<file path="src/rtl/core/slipc_pkg.sv">
// ----------------------------------------------------------------------------
// slipc_pkg
// shared constants and the job descriptor passed from front to back
// ----------------------------------------------------------------------------
package slipc_pkg;

  // slip special bytes
  localparam logic [7:0] SLIP_END  = 8'hC0;
  localparam logic [7:0] SLIP_ESC  = 8'hDB;
  localparam logic [7:0] SLIP_TEND = 8'hDC;
  localparam logic [7:0] SLIP_TESC = 8'hDD;
  localparam logic [7:0] ASCII_C   = 8'h43;

  // command codes carried in the input tuser
  localparam logic CMD_ENCODE = 1'b0;
  localparam logic CMD_DECODE = 1'b1;

  // register word index
  localparam logic REG_ESCAPE_ASCII_C = 1'b0;

  localparam int CNT_W       = 16;
  localparam logic [CNT_W-1:0] CNT_MAX = 16'hFFFF;
  localparam int OUT_TDATA_W = 48;
  localparam int MAX_RESULTS = 4;

  // one input transaction's worth of results
  typedef struct packed {
    logic [MAX_RESULTS-1:0][7:0] bytes;
    logic [1:0]                  last_idx;
    logic                        byte_valid;
    logic                        frame_end;
    logic [CNT_W-1:0]            frame_length;
    logic                        bad_escape;
    logic [CNT_W-1:0]            error_total;
  } job_t;

endpackage

</file>
<file path="src/rtl/core/slipc_front.sv">
// ----------------------------------------------------------------------------
// slipc_front
// accepts input transactions, runs the codec state and builds result jobs
// ----------------------------------------------------------------------------
module slipc_front
  import slipc_pkg::*;
#(
  parameter int LENGTH_MAX = 65535
) (
  input  logic       clk,
  input  logic       rst_n,
  input  logic       in_tvalid,
  output logic       in_tready,
  input  logic [7:0] in_tdata,   // data_byte
  input  logic       in_tuser,   // command
  input  logic       in_tlast,   // last_byte
  input  logic       escape_ascii_c,
  input  logic       q_full,
  output logic       q_push,
  output job_t       q_job
);

  localparam logic [CNT_W-1:0] LEN_LIMIT = CNT_W'(LENGTH_MAX);

  logic             enc_open_r, enc_open_nxt;
  logic             dec_esc_r, dec_esc_nxt;
  logic [CNT_W-1:0] dec_len_r, dec_len_nxt;
  logic [CNT_W-1:0] err_cnt_r, err_cnt_nxt;
  logic             has_result;
  logic             accept;

  assign in_tready = !q_full;
  assign accept    = in_tvalid && in_tready;
  assign q_push    = accept && has_result;

  always_comb begin
    logic [1:0] k;
    logic [7:0] b;
    k            = 2'd0;
    b            = in_tdata;
    enc_open_nxt = enc_open_r;
    dec_esc_nxt  = dec_esc_r;
    dec_len_nxt  = dec_len_r;
    err_cnt_nxt  = err_cnt_r;
    has_result   = 1'b0;
    q_job        = '0;
    q_job.error_total = err_cnt_r;
    unique case (in_tuser)
      CMD_ENCODE: begin
        has_result       = 1'b1;
        q_job.byte_valid = 1'b1;
        if (!enc_open_r) begin
          q_job.bytes[k] = SLIP_END;
          k              = k + 2'd1;
          enc_open_nxt   = 1'b1;
        end
        if (b == SLIP_ESC || b == SLIP_END || (b == ASCII_C && escape_ascii_c)) begin
          q_job.bytes[k] = SLIP_ESC;
          k              = k + 2'd1;
          if (b == SLIP_ESC) q_job.bytes[k] = SLIP_TESC;
          else if (b == SLIP_END) q_job.bytes[k] = SLIP_TEND;
          else q_job.bytes[k] = ASCII_C;
        end else begin
          q_job.bytes[k] = b;
        end
        q_job.last_idx = k;
        if (in_tlast) begin
          k              = k + 2'd1;
          q_job.bytes[k] = SLIP_END;
          q_job.last_idx = k;
          enc_open_nxt   = 1'b0;
        end
      end
      CMD_DECODE: begin
        unique case (b)
          SLIP_END: begin
            has_result         = (dec_len_r != '0);
            q_job.frame_end    = 1'b1;
            q_job.frame_length = dec_len_r;
            dec_len_nxt        = '0;
            dec_esc_nxt        = 1'b0;
          end
          SLIP_ESC: begin
            dec_esc_nxt = 1'b1;
          end
          default: begin
            has_result       = 1'b1;
            q_job.byte_valid = 1'b1;
            q_job.bytes[0]   = b;
            if (dec_esc_r) begin
              dec_esc_nxt = 1'b0;
              if (b == SLIP_TESC) q_job.bytes[0] = SLIP_ESC;
              else if (b == SLIP_TEND) q_job.bytes[0] = SLIP_END;
              else begin
                q_job.bad_escape = 1'b1;
                if (err_cnt_r != CNT_MAX) err_cnt_nxt = err_cnt_r + 1'b1;
              end
            end
            q_job.error_total = err_cnt_nxt;
            if (dec_len_r < LEN_LIMIT) dec_len_nxt = dec_len_r + 1'b1;
          end
        endcase
      end
    endcase
  end

  always_ff @(posedge clk) begin
    if (!rst_n) begin
      enc_open_r <= 1'b0;
      dec_esc_r  <= 1'b0;
      dec_len_r  <= '0;
      err_cnt_r  <= '0;
    end else if (accept) begin
      enc_open_r <= enc_open_nxt;
      dec_esc_r  <= dec_esc_nxt;
      dec_len_r  <= dec_len_nxt;
      err_cnt_r  <= err_cnt_nxt;
    end
  end

endmodule

</file>
<file path="src/rtl/core/slipc_queue.sv">
// ----------------------------------------------------------------------------
// slipc_queue
// two-entry job queue between front and back
// ----------------------------------------------------------------------------
module slipc_queue
  import slipc_pkg::*;
(
  input  logic clk,
  input  logic rst_n,
  input  logic push,
  input  job_t push_job,
  output logic full,
  input  logic pop,
  output logic empty,
  output job_t pop_job
);

  job_t       mem_r [2];
  logic       wr_ptr_r;
  logic       rd_ptr_r;
  logic [1:0] cnt_r, cnt_nxt;

  assign full    = (cnt_r == 2'd2);
  assign empty   = (cnt_r == 2'd0);
  assign pop_job = mem_r[rd_ptr_r];

  always_comb begin
    cnt_nxt = cnt_r;
    if (push && !pop) cnt_nxt = cnt_r + 2'd1;
    else if (pop && !push) cnt_nxt = cnt_r - 2'd1;
  end

  always_ff @(posedge clk) begin
    if (!rst_n) begin
      wr_ptr_r <= 1'b0;
      rd_ptr_r <= 1'b0;
      cnt_r    <= 2'd0;
    end else begin
      if (push) wr_ptr_r <= !wr_ptr_r;
      if (pop) rd_ptr_r <= !rd_ptr_r;
      cnt_r <= cnt_nxt;
    end
  end

  always_ff @(posedge clk) begin
    if (push) mem_r[wr_ptr_r] <= push_job;
  end

endmodule

</file>
<file path="src/rtl/core/slipc_back.sv">
// ----------------------------------------------------------------------------
// slipc_back
// walks the current job and presents one result transaction per cycle while out_tready is high
// ----------------------------------------------------------------------------
module slipc_back
  import slipc_pkg::*;
(
  input  logic                   clk,
  input  logic                   rst_n,
  input  logic                   q_empty,
  input  job_t                   q_job,
  output logic                   q_pop,
  output logic                   out_tvalid,
  input  logic                   out_tready,
  output logic [OUT_TDATA_W-1:0] out_tdata,
  output logic                   out_tlast
);

  job_t       cur_r;
  logic       busy_r;
  logic [1:0] idx_r;
  logic       at_last;
  logic       take_next;

  assign at_last    = (idx_r == cur_r.last_idx);
  assign take_next  = !busy_r || (out_tready && at_last);
  assign q_pop      = take_next && !q_empty;
  assign out_tvalid = busy_r;
  assign out_tlast  = at_last;
  assign out_tdata  = {5'd0, cur_r.error_total, cur_r.bad_escape, cur_r.frame_length,
                       cur_r.frame_end, cur_r.byte_valid, cur_r.bytes[idx_r]};

  always_ff @(posedge clk) begin
    if (!rst_n) begin
      busy_r <= 1'b0;
      idx_r  <= 2'd0;
    end else if (take_next) begin
      busy_r <= !q_empty;
      idx_r  <= 2'd0;
    end else if (out_tready) begin
      idx_r  <= idx_r + 2'd1;
    end
  end

  always_ff @(posedge clk) begin
    if (q_pop) cur_r <= q_job;
  end

endmodule

</file>
<file path="src/rtl/core/slip_framing_codec.sv">
// ----------------------------------------------------------------------------
// slip_framing_codec
// byte-wise slip framing encoder and decoder with an apb register port
// ----------------------------------------------------------------------------
// Each input transaction is one byte and a command: encode (tuser 0) turns a
// packet byte into one to four line bytes, opening the packet with 0xC0,
// escaping 0xC0 and 0xDB (and ASCII C when escape_ascii_c is set) and closing
// with 0xC0 after the byte flagged by tlast; decode (tuser 1) takes one line
// byte and gives at most one result: a decoded byte, or the length of a frame
// that a 0xC0 just ended (empty frames and escape bytes give nothing). The
// front accepts one transaction per cycle while its two-entry job queue has
// room; the back emits one result per cycle while out_tready is high, so an
// item that causes n results holds the back until all n are out, and an item
// with no result only takes its turn at the input. Output is the limit: one
// result transaction per cycle while out_tready is high; a plain byte in an
// open packet gives one result, an escaped byte that opens and closes four.
// Register 0 at byte address 0: escape_ascii_c in bit 0.
// ----------------------------------------------------------------------------
module slip_framing_codec
  import slipc_pkg::*;
#(
  parameter int LENGTH_MAX = 65535
) (
  input  logic                   clk,
  input  logic                   rst_n,
  // input stream
  input  logic                   in_tvalid,
  output logic                   in_tready,
  input  logic [7:0]             in_tdata,    // [7:0] data_byte
  input  logic                   in_tuser,    // [0] command
  input  logic                   in_tlast,    // last_byte
  // result stream
  output logic                   out_tvalid,
  input  logic                   out_tready,
  // [7:0] out_byte, [8] byte_valid, [9] frame_end, [25:10] frame_length,
  // [26] bad_escape, [42:27] error_total, [47:43] zero
  output logic [OUT_TDATA_W-1:0] out_tdata,
  output logic                   out_tlast,   // run_last
  // register port
  input  logic                   cfg_psel,
  input  logic                   cfg_penable,
  input  logic                   cfg_pwrite,
  input  logic [2:0]             cfg_paddr,
  input  logic [31:0]            cfg_pwdata,
  output logic [31:0]            cfg_prdata,
  output logic                   cfg_pready
);

  logic escape_ascii_c_r;
  logic cfg_wr;
  logic q_push, q_pop, q_full, q_empty;
  job_t push_job, pop_job;

  // register port: no wait states, word index in paddr[2]
  assign cfg_pready = 1'b1;
  assign cfg_wr     = cfg_psel && cfg_penable && cfg_pwrite && cfg_pready;
  assign cfg_prdata = (cfg_paddr[2] == REG_ESCAPE_ASCII_C) ? {31'd0, escape_ascii_c_r}
                                                           : 32'd0;

  always_ff @(posedge clk) begin
    if (!rst_n) begin
      escape_ascii_c_r <= 1'b0;
    end else if (cfg_wr && cfg_paddr[2] == REG_ESCAPE_ASCII_C) begin
      escape_ascii_c_r <= cfg_pwdata[0];
    end
  end

  // front: classification and codec state
  slipc_front #(
    .LENGTH_MAX (LENGTH_MAX)
  ) u_front (
    .clk            (clk),
    .rst_n          (rst_n),
    .in_tvalid      (in_tvalid),
    .in_tready      (in_tready),
    .in_tdata       (in_tdata),
    .in_tuser       (in_tuser),
    .in_tlast       (in_tlast),
    .escape_ascii_c (escape_ascii_c_r),
    .q_full         (q_full),
    .q_push         (q_push),
    .q_job          (push_job)
  );

  // job queue decouples input stalls from output stalls
  slipc_queue u_queue (
    .clk      (clk),
    .rst_n    (rst_n),
    .push     (q_push),
    .push_job (push_job),
    .full     (q_full),
    .pop      (q_pop),
    .empty    (q_empty),
    .pop_job  (pop_job)
  );

  // back: result sequencing, one transaction per cycle while out_tready is high
  slipc_back u_back (
    .clk        (clk),
    .rst_n      (rst_n),
    .q_empty    (q_empty),
    .q_job      (pop_job),
    .q_pop      (q_pop),
    .out_tvalid (out_tvalid),
    .out_tready (out_tready),
    .out_tdata  (out_tdata),
    .out_tlast  (out_tlast)
  );

endmodule

</file>
<file path="config.mk">
export PLATFORM = sky130hd
export DESIGN_NAME = slip_framing_codec
export DESIGN_NICKNAME = d
export VERILOG_FILES = /design/src/rtl/core/slipc_pkg.sv /design/src/rtl/core/slipc_front.sv /design/src/rtl/core/slipc_queue.sv /design/src/rtl/core/slipc_back.sv /design/src/rtl/core/slip_framing_codec.sv
export SDC_FILE = /design/constraint.sdc
export NUM_CORES = 1
export LEC_CHECK = 0
export ABC_AREA = 1
export BUFFER_PORTS_ARGS = -buffer_cell sky130_fd_sc_hd__buf_2
export CAP_MARGIN = 20
export CORE_ASPECT_RATIO = 0.6
export CORE_MARGIN = 10
export CORE_UTILIZATION = 38
export CTS_BUF_LIST = sky130_fd_sc_hd__clkbuf_4 sky130_fd_sc_hd__clkbuf_8
export CTS_CLUSTER_DIAMETER = 30
export CTS_CLUSTER_SIZE = 25
export DETAILED_ROUTE_END_ITERATION = 16
export GPL_TIMING_DRIVEN = 0
export PLACE_DENSITY = 0.59
export SYNTH_ARGS = -nofsm -noshare
export SYNTH_HDL_FRONTEND = slang
export SYNTH_SLANG_ARGS = --single-unit
export TNS_END_PERCENT = 5
</file>
<file path="constraint.sdc">
create_clock -name clk -period 5.25 [get_ports clk]
set_input_delay 0.2625 -clock clk [delete_from_list [all_inputs] [get_ports clk]]
set_output_delay 0.2625 -clock clk [all_outputs]
set_load 0.02 [all_outputs]
</file>
==> impl_results.md <==
- CP endpoint kind: register
- CTS buffer count: 34
- Final Slew Violations: 0
- Post-place setup slack: 2.42 ns
- Worst IR drop on VDD: 261 µV
- P per Cell Area: 492 nW/µm²
- Slack of the critical path: 2.70 ns
- Crit path DAT: 2.76 ns
- Remaining DRCs: 0
- Worst Setup SP: u_front.dec_len_r[0]$_SDFFE_PN0P_
- Synthesized area per cell: 9.43 µm²
- CTS-repair resized insts: 0
- H-tree depth: 2
- DP Area: 11000 µm²
- Post-synth ARST share: 0%
- Worst path cell trace: inv_1 > ha_1 > nand3_1 > nor2_1 > nand2_1 > nand2_1 > nand3_1 > nand2_1 > nor2_4 > buf_12 > buf_16
- Total die area: 33500 µm²
- Post-Route Skew: 0.0147 ns
- Floorplan Core Area: 25600 µm²
- Iter 0 DRT Violations: 526
- Die Ht: 146 µm
- Required time worst endpoint: 5.47 ns
- Hold_sp: cfg_pwdata[0]
- Final hold vios: 0
- Startpoint class of the critical path: register
- # setup viols final: 0
- Pleak: 5.02 nW
- Slowest cell on crit path: nor2_4
- Dpl hpwl: 17500 µm
- Hold Path Class: primary input to register
- Initial Util: 39.1%
- Vias: 7154
- Primary FF master, synth: edfxtp_1
- CP peak stage delay: 0.55 ns
- Antenna viol nets, final: 0
- Tightest Pin Transition: 0.844 ns
- Synth Area in Compound Gates: 6.08%
- Fmax: 392 MHz
- Total GRT Usage: 14.0%
- Fin crit share: 48.5%
- Final instance area: 11900 µm²
- Clock Pin Slew Worst Setup and Hold Paths: 0.07 ns
- Post-CTS Hold Buffers: 0
- CTS tree: done
- Vias in the first global route: 6614
- Pre-Repair DR Iteration Count: 5
- Final hold slack: 0.0480 ns
- Worst-skew pair later-pin latency: 0.52 ns
- First-pass GRT wire length: 37600 µm
- Adder-Cell Fraction of Synth Area: 0.749%
- YS warnings: 0
- Layout cell share with drive strength beyond 1: 18.6%
- Synth Area in XOR/XNOR: 1.31%
- Critical path peak fanout: 24
- Die width: 230 µm
- FF+latch count, synth: 216
- Routed WL: 23800 µm
- Reg2Reg Setup Slack: 2.70 ns
- Fillers: 2460
- Total gr overflow: 0
- Largest net degree at the start of global routing: 33
- Routed len/inst: 15.1 µm
- Area grow syn2layout: 18.4%
- Post-layout minimum cycle time: 2.55 ns
- DR vias/cell: 4.53
- EDFF count, synth: 174
- RSZ-0062 raised after global routing: no
- Critical path class: register to register
- Mux contribution to synthesized area: 0%
- Post-synth cell types: 40
- Largest family of logic cells by synthesized area: simple AND/OR/NAND/NOR gates
- Core Rows: 45
- Status: complete, no violations
- Clk sinks: 216
- Cell area after synthesis: 10000 µm²
- Port bufs: 64
- Post-CTS Repair Setup Buffers: 0
- Final GP Congestion: 0.914
- Mapped Cells: 1062
- Layout Nets: 1260
- Root Driver: clkbuf_8
- Slew HR: 43.6%
- I/O pin total: 136
- Setup Total Neg Slack: 0 ns
- Post-Synth Simple-Gate Area: 20.9%
- RR Startpoint: u_front.dec_len_r[0]$_SDFFE_PN0P_
- Clock buffer depth: 3
- Post-synthesis sequential area ratio: 60.5%
- Cell mode on critical path: nand2_1
- Initial antenna violation count: 2
- Max cap viols: 0
[cell families after synthesis]
kind of cell | after synthesis
compound gates | 116
simple gates | 508
flops | 216
xor+xnor | 15
fa+ha+maj | 6
buf+inv | 199
other cells | 2
[critical path, delay by kind of cell (launching register included)]
| family | cells | cell delay [ns] |
|---|---|---|
| buf+inv | 3 | 0.55 |
| simple gates | 7 | 1.06 |
| flops | 1 | 0.39 |
| fa+ha+maj | 1 | 0.22 |
[layer usage]
| metal | global-route usage [%] | vias to the layer above | routed length, µm |
|---|---|---|---|
| met4 | 3.76 | 0 | 408 |
| met3 | 3.23 | 37 | 1590 |
| met2 | 19.2 | 194 | 9820 |
| li1 | - | 3666 | - |
| met1 | 21.2 | 3257 | 12000 |
| met5 | 0 | - | 0 |
[synth_stat cells (2+ instances only)]
cell type / instances / area share [%]
edfxtp_1: 174 / 52
o21ai_0: 62 / 3.1
xnor2_1: 2 / 0.17
a21oi_1: 42 / 2.1
nand3_1: 41 / 2.0
nor2_2: 2 / 0.12
buf_1: 2 / 0.075
o221ai_1: 2 / 0.17
nand2_4: 2 / 0.22
nor2_4: 3 / 0.34
inv_1: 90 / 3.4
inv_2: 5 / 0.19
conb_1: 2 / 0.075
buf_6: 2 / 0.22
nand2_2: 3 / 0.19
buf_4: 72 / 5.4
o211ai_1: 2 / 0.15
clkbuf_1: 18 / 0.67
o21ai_1: 2 / 0.10
buf_2: 6 / 0.30
clkinv_1: 4 / 0.15
nor2_1: 94 / 3.5
dfxtp_1: 42 / 8.4
nand2_1: 334 / 13
xor2_1: 13 / 1.1
nor3_1: 10 / 0.50
nand4_1: 13 / 0.81
ha_1: 6 / 0.75
[through the flow]
stage          instances  total power [W]  util, %
2_1_floorplan       1097          0.00362        -
3_3_place_gp        1513          0.00416     42.6
3_5_place_dp        1518          0.00420     43.1
4_1_cts             1579          0.00592     46.3
5_1_grt             1580          0.00619     46.3
6_report            1580          0.00583     46.3
[where the power goes]
group	total (W)	internal (W)	switching, W
Clock	0.00170	0.000985	0.000719
Combinational	0.00161	0.000539	0.00107
Sequential	0.00252	0.00240	0.000120
Total	0.00583	0.00392	0.00191
[worst paths after layout]
check,cells after the start,endpoint
worst min-delay path,2,escape_ascii_c_r$_SDFFE_PN0P_
worst max register to register,11,u_queue.mem_r[1][12]$_DFFE_PP_
worst min register to register,2,u_queue.cnt_r[1]$_SDFFE_PN0P_
worst max-delay path,11,u_queue.mem_r[1][12]$_DFFE_PP_
[cell type report]
class | count | area, µm² | area share [%]
Multi-Input combinational cell | 682 | 3060 | 25.8
Inverter | 99 | 372 | 3.13
Antenna cell | 1 | 2.50 | 0.0211
Sequential cell | 216 | 6070 | 51.1
Timing Repair Buffer | 69 | 443 | 3.73
Clock buffer | 39 | 524 | 4.42
Buffer | 100 | 668 | 5.63
Tap cell | 352 | 440 | 3.71
Clock inverter | 22 | 289 | 2.44
[layout by cell type, fill, tap and decap left out, types with 41 or more instances in the layout]
cell      netlist  final
edfxtp_1      174    174
o21ai_0        62     62
inv_1          90     89
a21oi_1        42     42
buf_2           6     70
nand3_1        41     41
nor2_1         94     92
nand2_1       334    334
buf_4          72     72
dfxtp_1        42     42
[registers in the layout (all words and copies together) (netlist names), 2 cells and up]
| register | cells |
|---|---|
| u_front.dec_len_r | 16 |
| u_queue.mem_r | 116 |
| u_queue.cnt_r | 2 |
| u_back.out_tdata | 35 |
| u_back.cur_r | 23 |
| u_back.idx_r | 2 |
| u_front.err_cnt_r | 16 |
Power figures use the tool's default switching activity.
